`src/rtl/pftt_pkg.sv`:
```
package pftt_pkg;

   // field widths
   localparam int IDX_W  = 12;
   localparam int STEP_W = 32;
   localparam int POS_W  = 32;
   localparam int RAD_W  = 31;
   localparam int SUM_W  = 48;
   localparam int CNT_W  = 32;

   // number of distinct particle indexes the index field can carry
   localparam int IDX_SPACE = 2 ** IDX_W;

   // saturation limits
   localparam logic [SUM_W-1:0] SUM_MAX = '1;
   localparam logic [CNT_W-1:0] CNT_MAX = '1;

   // per-item data that rides along the contact pipeline
   typedef struct packed {
      logic [IDX_W-1:0]  idx;
      logic [STEP_W-1:0] step;
      logic              last;
   } meta_type;

   // classified item handed from the front to the back
   typedef struct packed {
      logic [IDX_W-1:0]  idx;
      logic [STEP_W-1:0] step;
      logic              contact;
   } job_type;

   // one particle table entry
   typedef struct packed {
      logic [SUM_W-1:0]  sum;
      logic [STEP_W-1:0] last_sep;
      logic [CNT_W-1:0]  count;
      logic              flag;
   } entry_type;

   localparam entry_type ENTRY_RESET = '{sum: '0, last_sep: '0, count: '0, flag: 1'b1};

   // back end sequencer states
   typedef enum logic [1:0] {
      ST_CLEAR,
      ST_IDLE,
      ST_UPDATE
   } state_type;

   // absolute difference of two signed coordinates, always below 2^32
   function automatic logic [POS_W-1:0] abs_diff(input logic [POS_W-1:0] a,
                                                 input logic [POS_W-1:0] b);
      logic [POS_W:0] d;
      logic [POS_W:0] nd;
      d  = {a[POS_W-1], a} - {b[POS_W-1], b};
      nd = '0 - d;
      return d[POS_W] ? nd[POS_W-1:0] : d[POS_W-1:0];
   endfunction

endpackage

```
`src/rtl/pftt_fifo.sv`:
```
module pftt_fifo (
   input  logic              clock,
   input  logic              reset,
   input  logic              wr_en,
   input  pftt_pkg::job_type wr_data,
   output logic              full,
   input  logic              rd_en,
   output pftt_pkg::job_type rd_data,
   output logic              empty
);

   localparam int DEPTH = 4;
   localparam int PW = $clog2(DEPTH);

   pftt_pkg::job_type slot_ff [DEPTH];
   logic [PW-1:0]     wr_ptr_ff;
   logic [PW-1:0]     rd_ptr_ff;
   logic [PW:0]       count_ff;
   logic              do_wr;
   logic              do_rd;

   assign full    = (count_ff == (PW+1)'(DEPTH));
   assign empty   = (count_ff == '0);
   assign rd_data = slot_ff[rd_ptr_ff];
   assign do_wr   = wr_en && !full;
   assign do_rd   = rd_en && !empty;

   // pointers and fill level
   always_ff @(posedge clock) begin
      if (reset) begin
         wr_ptr_ff <= '0;
         rd_ptr_ff <= '0;
         count_ff  <= '0;
      end else begin
         if (do_wr) begin
            wr_ptr_ff <= wr_ptr_ff + PW'(1);
         end
         if (do_rd) begin
            rd_ptr_ff <= rd_ptr_ff + PW'(1);
         end
         if (do_wr && !do_rd) begin
            count_ff <= count_ff + (PW+1)'(1);
         end else if (do_rd && !do_wr) begin
            count_ff <= count_ff - (PW+1)'(1);
         end
      end
   end

   // storage
   always_ff @(posedge clock) begin
      if (do_wr) begin
         slot_ff[wr_ptr_ff] <= wr_data;
      end
   end

endmodule

```
`config.mk`:
```
export PLATFORM = sky130hd
export DESIGN_NAME = pftt_fifo
export DESIGN_NICKNAME = d
export VERILOG_FILES = /design/src/rtl/pftt_pkg.sv /design/src/rtl/pftt_fifo.sv
export SDC_FILE = /design/constraint.sdc
export NUM_CORES = 1
export LEC_CHECK = 0
export ABC_AREA = 1
export BUFFER_PORTS_ARGS = -buffer_cell sky130_fd_sc_hd__buf_2
export CAP_MARGIN = 20
export CORE_MARGIN = 2
export CORE_UTILIZATION = 52
export DETAILED_ROUTE_END_ITERATION = 12
export PLACE_DENSITY = 0.83
export SLEW_MARGIN = 20
export SYNTH_ARGS = -nofsm -noshare
export SYNTH_HDL_FRONTEND = slang
export SYNTH_SLANG_ARGS = --single-unit
```
`constraint.sdc`:
```
create_clock -name clock -period 2.8 [get_ports clock]
set_input_delay 0 -clock clock [delete_from_list [all_inputs] [get_ports clock]]
set_output_delay 0 -clock clock [all_outputs]
set_load 0.005 [all_outputs]
```
==> qor.txt, run 1 <==
status: finished clean
CTS Buffer Depth: 2
initial antenna violation count: 0
chip height: 122 um
register area share after synthesis: 76.5%
DRC viols: 0
Placer Congestion: 0.730
hold path endpoint: rd_ptr_ff[0]
Fmax: 433 MHz
crit end category: output port
First-pass DRT Iterations: 4
Synth Register Bits: 189
syn avg cell area: 14.5 um^2
Slew headroom: 47.8%
CTS Sinks: 189
Bufs and invs on worst path: 2
P_leak: 3.19 nW
reg2reg end: count_ff[1]
Clk Latency, worst-skew pair: 0.42 ns
final wirelength: 14,800 um
type of the most critical hold path: in -> reg
initial drt markers: 371
Inserted Diodes: 0
Fillers: 1,007
slew of the pin with the lowest slew margin: 0.783 ns
YS warnings: 0
Via density: 5.44
Num CTS Buffers: 17
htree depth: 4
Mapped Cells: 505
Area growth syn-to-layout: 21.4%
nets: 705
final core utilization: 64.3%
Top delay family on crit path: buffers and inverters
vias in the first global route: 4,574
standard-cell rows: 43
hold depth: 3
number of max-cap violations: 0
multi-input logic area: 1350 um^2
Critical R2R Launch: count_ff[0]
crit-path max cell delay: 0.67 ns
Total GRT Usage: 20.3%
Core ar.: 13,800 um^2
commonest non-fill, non-tap cell in the layout: edfxtp_1
CP Max Fanout: 45
Pwr Total: 7.61 mW
Hold Vio Cnt, Final: 0
Reg area: 5590 um^2
min cycle time layout: 2.31 ns
period utilization: 82.5%
R2R setup slack: 0.71 ns
maximum VDD drop: 0.000422 V
Worst path slowest cell: clkinv_2
WS Path Type: reg -> out
Async S/R FF share, synth: 0%
WL/cell: 17.5 um
share of layout cells above drive strength 1: 21.1%
vias post-DR: 4,582
Post-Syn Nets: 560
Critical Path AT: 2.31 ns
CP Cell Sequence: clkinv_2 > o21ai_1 > o22ai_1 > buf_2
HP Start: reset
FF-to-FF path depth: 9
Die Area: 15,000 um^2
first-pass GRT wire length: 22,600 um
fin. max-slew vios: 0
final HPWL from detailed placement: 8470 um
ANT nets after route: 0
IO buf count: 95
initial core utilization: 53.0%
Clock Skew: 0.00698 ns
die width: 122 um
CTS tree: done
synthesized area: 7300 um^2
Critical Path RT: 2.80 ns
IO Pins: 96
startpoint type of the worst setup path: flip-flop
RSZ-0062 raised after global routing: false
count of final setup violators: 0
number of synthesized flops with an enable pin: 180
Netlist cell types: 23
Pwr per Cell Area: 859 nW/um^2
commonest non-fill, non-tap cells in the layout: edfxtp_1, nor2_1, buf_2, o21ai_1, dlygate4sd3_1
Clock Pin Slew Worst Setup and Hold Paths: 0.06 ns
final hold slack: 0.326 ns
grt total ovfl: 0
clock root cell: clkbuf_16
largest net degree at the start of global routing: 91
ys flop type: edfxtp_1
Post-CTS Setup Repair Bufs: 0
## how the worst max path moves through the flow
stage,from,endpoint,slack (ns),cells after the start
floorplan,count_ff[0],slot_ff[0][0],-0.19,4
global placement,count_ff[1],count_ff[1],0.93,9
detailed placement,count_ff[0],count_ff[1],0.76,9
CTS,flip-flop,rd_data[34],0.48,4
global route,flip-flop,rd_data[29],0.32,4
finish,flip-flop,rd_data[31],0.49,4
## tightest hold or removal path, stage by stage
cell and delay, ns:
dlygate4sd3_1 0.51, buf_2 0.14, a21oi_1 0.05
## flip-flops by register name, indices dropped and copies added, names as in the netlist, named ones only
signal / count
slot_ff: 180
count_ff: 3
rd_ptr_ff: 2
wr_ptr_ff: 2
## cells in the mapped netlist, drive strengths merged (3+ instances only)
| master | instances | area share [%] |
|---|---|---|
| a21oi | 3 | 0.21 |
| o21ai | 91 | 6.2 |
| inv | 17 | 1.0 |
| dfxtp | 9 | 2.5 |
| nor2 | 104 | 5.3 |
| nand3 | 4 | 0.27 |
| buf | 28 | 4.2 |
| nand2 | 15 | 0.84 |
| ha | 5 | 0.86 |
| edfxtp | 180 | 74 |
| o22ai | 45 | 3.9 |
## per-layer routing
layer  vias to the layer above  track usage [%]  routed length [um]
li1                       2162                -                   -
met1                      2218             24.3                5960
met2                       179             34.3                7630
met3                        23             5.95                 909
met4                         0             8.62                 291
met5                         -                0                   0
## kinds of logic after synthesis
family / Yosys count / synth area share (%)
AND/OR/NAND/NOR: 124 / 6.57
flip-flops: 189 / 76.5
XOR/XNOR: 1 / 0.120
adder cells (fa/ha/maj): 6 / 1.13
buffers and inverters: 46 / 5.35
AO/OA/AOI/OAI: 139 / 10.3
## timing repair
item / CTS / global route
hold buffers: 49 / 0
endpoints found under the hold margin: 189 / 0
endpoints found under the setup margin: 0 / 0
resized for setup: 0 / 0
## area by class of cell
class / count / area share, %
clock inverters: 5 / 0.960
well taps: 180 / 2.54
flip-flops and latches: 189 / 63.1
inverters: 18 / 0.918
repair buffers: 154 / 11.8
multi-input cells: 270 / 15.3
clock buffers: 27 / 5.45
## per-stage QoR
stage                     setup slack, ns  setup TNS [ns]  cell area [um^2]  instances
after floorplan                    -0.190          -34.22              7300        505
after global placement              0.927               0              7800        762
after detailed placement            0.755               0              7800        762
after CTS                           0.484               0              8860        843
after global routing                0.320               0              8860        843
final                               0.491               0              8860        843
## where the power goes
part           total [mW]  switching (mW)  internal [mW]
logic                1.66            1.02          0.647
registers            3.65           0.210           3.44
clock network        2.30           0.929           1.37
Power figures use the tool's default switching activity.
==> inputs of run 2 (changes only) <==
--- a/config.mk
+++ b/config.mk
@@ -5,13 +5,13 @@
 export SDC_FILE = /design/constraint.sdc
 export NUM_CORES = 1
 export LEC_CHECK = 0
-export ABC_AREA = 1
+export ABC_AREA = 0
 export BUFFER_PORTS_ARGS = -buffer_cell sky130_fd_sc_hd__buf_2
 export CAP_MARGIN = 20
 export CORE_MARGIN = 2
 export CORE_UTILIZATION = 52
 export DETAILED_ROUTE_END_ITERATION = 12
-export PLACE_DENSITY = 0.83
+export PLACE_DENSITY = 0.8
 export SLEW_MARGIN = 20
 export SYNTH_ARGS = -nofsm -noshare
 export SYNTH_HDL_FRONTEND = slang
==> constraint.sdc (replaced) <==
create_clock -name clock -period 2.34 [get_ports clock]
set_input_delay 0 -clock clock [delete_from_list [all_inputs] [get_ports clock]]
set_output_delay 0 -clock clock [all_outputs]
set_load 0.005 [all_outputs]
==> run 2 against run 1 <==
  * Wire length shrank 12%
  * Setup slack lost 0.26 ns
  * Register-to-register slack lost 0.48 ns
  * Sequential share of layout area grew 0.61 points
  * Critical path depth grew 3
  * Global-route usage shrank 1.2 points
  * Utilization grew 2.2 points
  * Design area shrank 0.96%
==> qor.txt, run 2 <==
P_leak: 3.01 nW
cell with the most instances after synthesis: edfxtp_1
Critical Path AT: 2.46 ns
Simple-Gate Fraction of Synth Area: 1.29%
Area growth syn-to-layout: 25.2%
syn avg cell area: 24.8 um^2
die width: 120 um
RSZ-0062 raised after global routing: false
CTS tree: done
Critical R2R Launch: count_ff[1]
min cycle time layout: 2.11 ns
period utilization: 90.2%
Hold Vio Cnt, Final: 0
number of synthesized flops with an enable pin: 180
register area share after synthesis: 79.7%
Num CTS Buffers: 17
number of max-cap violations: 0
maximum VDD drop: 0.000553 V
top flop regs: slot_ff x180, count_ff x3
standard-cell rows: 42
flip-flop count of the largest register after layout: 180
Top reg by flops: slot_ff
multi-input logic area: 1290 um^2
Cell Area, Placed: 7740 um^2
grt total ovfl: 0
chip height: 120 um
Worst path slowest cell: dfxtp_1
Total GRT Usage: 19.1%
largest net degree at the start of global routing: 46
R2R setup slack: 0.23 ns
Critical Path RT: 2.69 ns
CTS Sinks: 189
synth top area cells: edfxtp_1, mux4_2, dfxtp_1
Core ar.: 13,200 um^2
final wirelength: 13,000 um
Combinational Power Share: 21.5%
Post-Syn Nets: 338
top post-synthesis cells by count: edfxtp_1, mux4_2, dfxtp_1, nor2_1, ha_1
first-pass GRT wire length: 19,800 um
Top delay family on crit path: adder cells
YS warnings: 0
type of the most critical hold path: in -> reg
Die Area: 14,400 um^2
Synth Area in Compound Gates: 0.589%
initial core utilization: 53.1%
Clock Skew: 0.00816 ns
count of final setup violators: 0
Synth Area in Adders: 1.18%
CTS Buffer Depth: 2
mux share of post-synthesis cell area: 14.8%
clock root cell: clkbuf_16
Reg area: 5590 um^2
reg2reg end: count_ff[2]
largest family of logic cells by synthesized area: multiplexers
final HPWL from detailed placement: 7300 um
commonest non-fill, non-tap cells in the layout: edfxtp_1, buf_2, dlygate4sd3_1, mux4_2, clkbuf_16
synthesized area: 7010 um^2
First-pass DRT Iterations: 4
hold depth: 2
commonest non-fill, non-tap cell in the layout: edfxtp_1
Seq pwr share: 48.2%
initial drt markers: 262
Clock Pin Slew Worst Setup and Hold Paths: 0.06 ns
Placer Congestion: 0.747
Slew headroom: 70.6%
Net Sw Frac: 24.2%
Bufs and invs on worst path: 1
initial antenna violation count: 0
crit end category: flip-flop
Fmax: 474 MHz
HP Start: wr_data[9]
Via density: 5.37
status: finished clean
startpoint type of the worst setup path: flip-flop
ys flop type: edfxtp_1
Synth Register Bits: 189
ANT nets after route: 0
Synth top area share: 77.1%
nets: 500
Mapped Cells: 283
DRC viols: 0
post-synth top area cell: edfxtp_1
Synth Area in XOR/XNOR: 0.500%
Clk Latency, worst-skew pair: 0.42 ns
Fillers: 838
Pint: 6.73 mW
IO Pins: 96
share of layout cells above drive strength 1: 40.0%
vias post-DR: 3,404
WL/cell: 20.4 um
crit-path max cell delay: 0.38 ns
Netlist cell types: 24
Pwr per Cell Area: 1010 nW/um^2
IO buf count: 95
post-route setup TNS: 0 ns
slew of the pin with the lowest slew margin: 0.435 ns
Inserted Diodes: 0
WS Path Type: reg -> reg
FF-to-FF path depth: 7
hold path endpoint: slot_ff[2][9]
P_sw: 2.15 mW
CP Cell Sequence: o31ai_2 > ha_1 > inv_1 > fa_1 > xor2_1 > or3_1 > a21oi_1
fin. max-slew vios: 0
Async S/R FF share, synth: 0%
CP Max Fanout: 6
cell area after layout: 8770 um^2
vias in the first global route: 3,585
power share of the clock group: 30.2%
htree depth: 4
-- run 2: cell types whose count changed after synthesis, sizes merged, moves of 13 or more --
cell	change
o21ai	-89
nor2	-98
buf	-19
nand2	-15
mux4	+45
o22ai	-45
inv	-13
-- run 2: power groups by stage --
stage,logic [mW],clock network [mW],registers (mW)
6_report,1.91,2.69,4.28
5_1_grt,2.06,2.87,4.33
4_1_cts,1.93,2.74,4.28
3_5_place_dp,1.85,0,4.35
3_3_place_gp,1.81,0,4.32
2_1_floorplan,1.33,0,4.22
-- run 2: cells by family after synthesis --
| kind of cell | Yosys count |
|---|---|
| AO/OA/AOI/OAI | 6 |
| XOR/XNOR | 4 |
| adder cells (fa/ha/maj) | 6 |
| buffers and inverters | 15 |
| flip-flops | 189 |
| multiplexers | 47 |
| AND/OR/NAND/NOR | 16 |
-- run 2: area by class of cell --
type	count	share of cell area, %
repair buffers	154	12.5
inverters	4	0.171
clock buffers	25	5.31
well taps	176	2.51
clock inverters	7	1.03
flip-flops and latches	189	63.7
multi-input cells	79	14.7
-- run 2: worst max path at each step --
stage,start,to,slack [ns],cells after the start
2_1_floorplan,count_ff[0],slot_ff[2][0],0.01,3
3_3_place_gp,count_ff[1],count_ff[2],0.38,7
3_5_place_dp,count_ff[1],count_ff[2],0.23,7
4_1_cts,flip-flop,rd_data[39],0.20,3
5_1_grt,count_ff[0],count_ff[2],0.11,8
6_report,count_ff[1],count_ff[2],0.23,7
-- run 2: metrics by stage --
step	setup WS, ns	util [%]	hold slack (ns)	std cells	power [mW]
finish	0.230	66.5	0.332	634	8.88
global route	0.107	66.5	0.327	634	9.25
CTS	0.202	66.5	0.314	634	8.95
detailed placement	0.230	58.7	0.217	554	6.20
global placement	0.380	58.7	0.210	554	6.14
floorplan	0.0122	-	0.0989	283	5.55
-- run 2: per-layer routing --
layer  GRT usage (%)  routed length, um  share of wire (%)  vias to the layer above
met5               0                  0                  0                        -
met4            8.16                316                2.4                        0
met3            6.13                809                6.2                       20
met2            30.2               6660                 51                      127
met1            24.7               5180                 40                     1746
li1                -                  -                  -                     1511
-- run 2: repair_timing --
item,in CTS,in global routing
hold buffers,48,0
endpoints found under the setup margin,0,0
resized for setup,0,0
buffers inserted,0,0
hold endpoints to repair,189,0
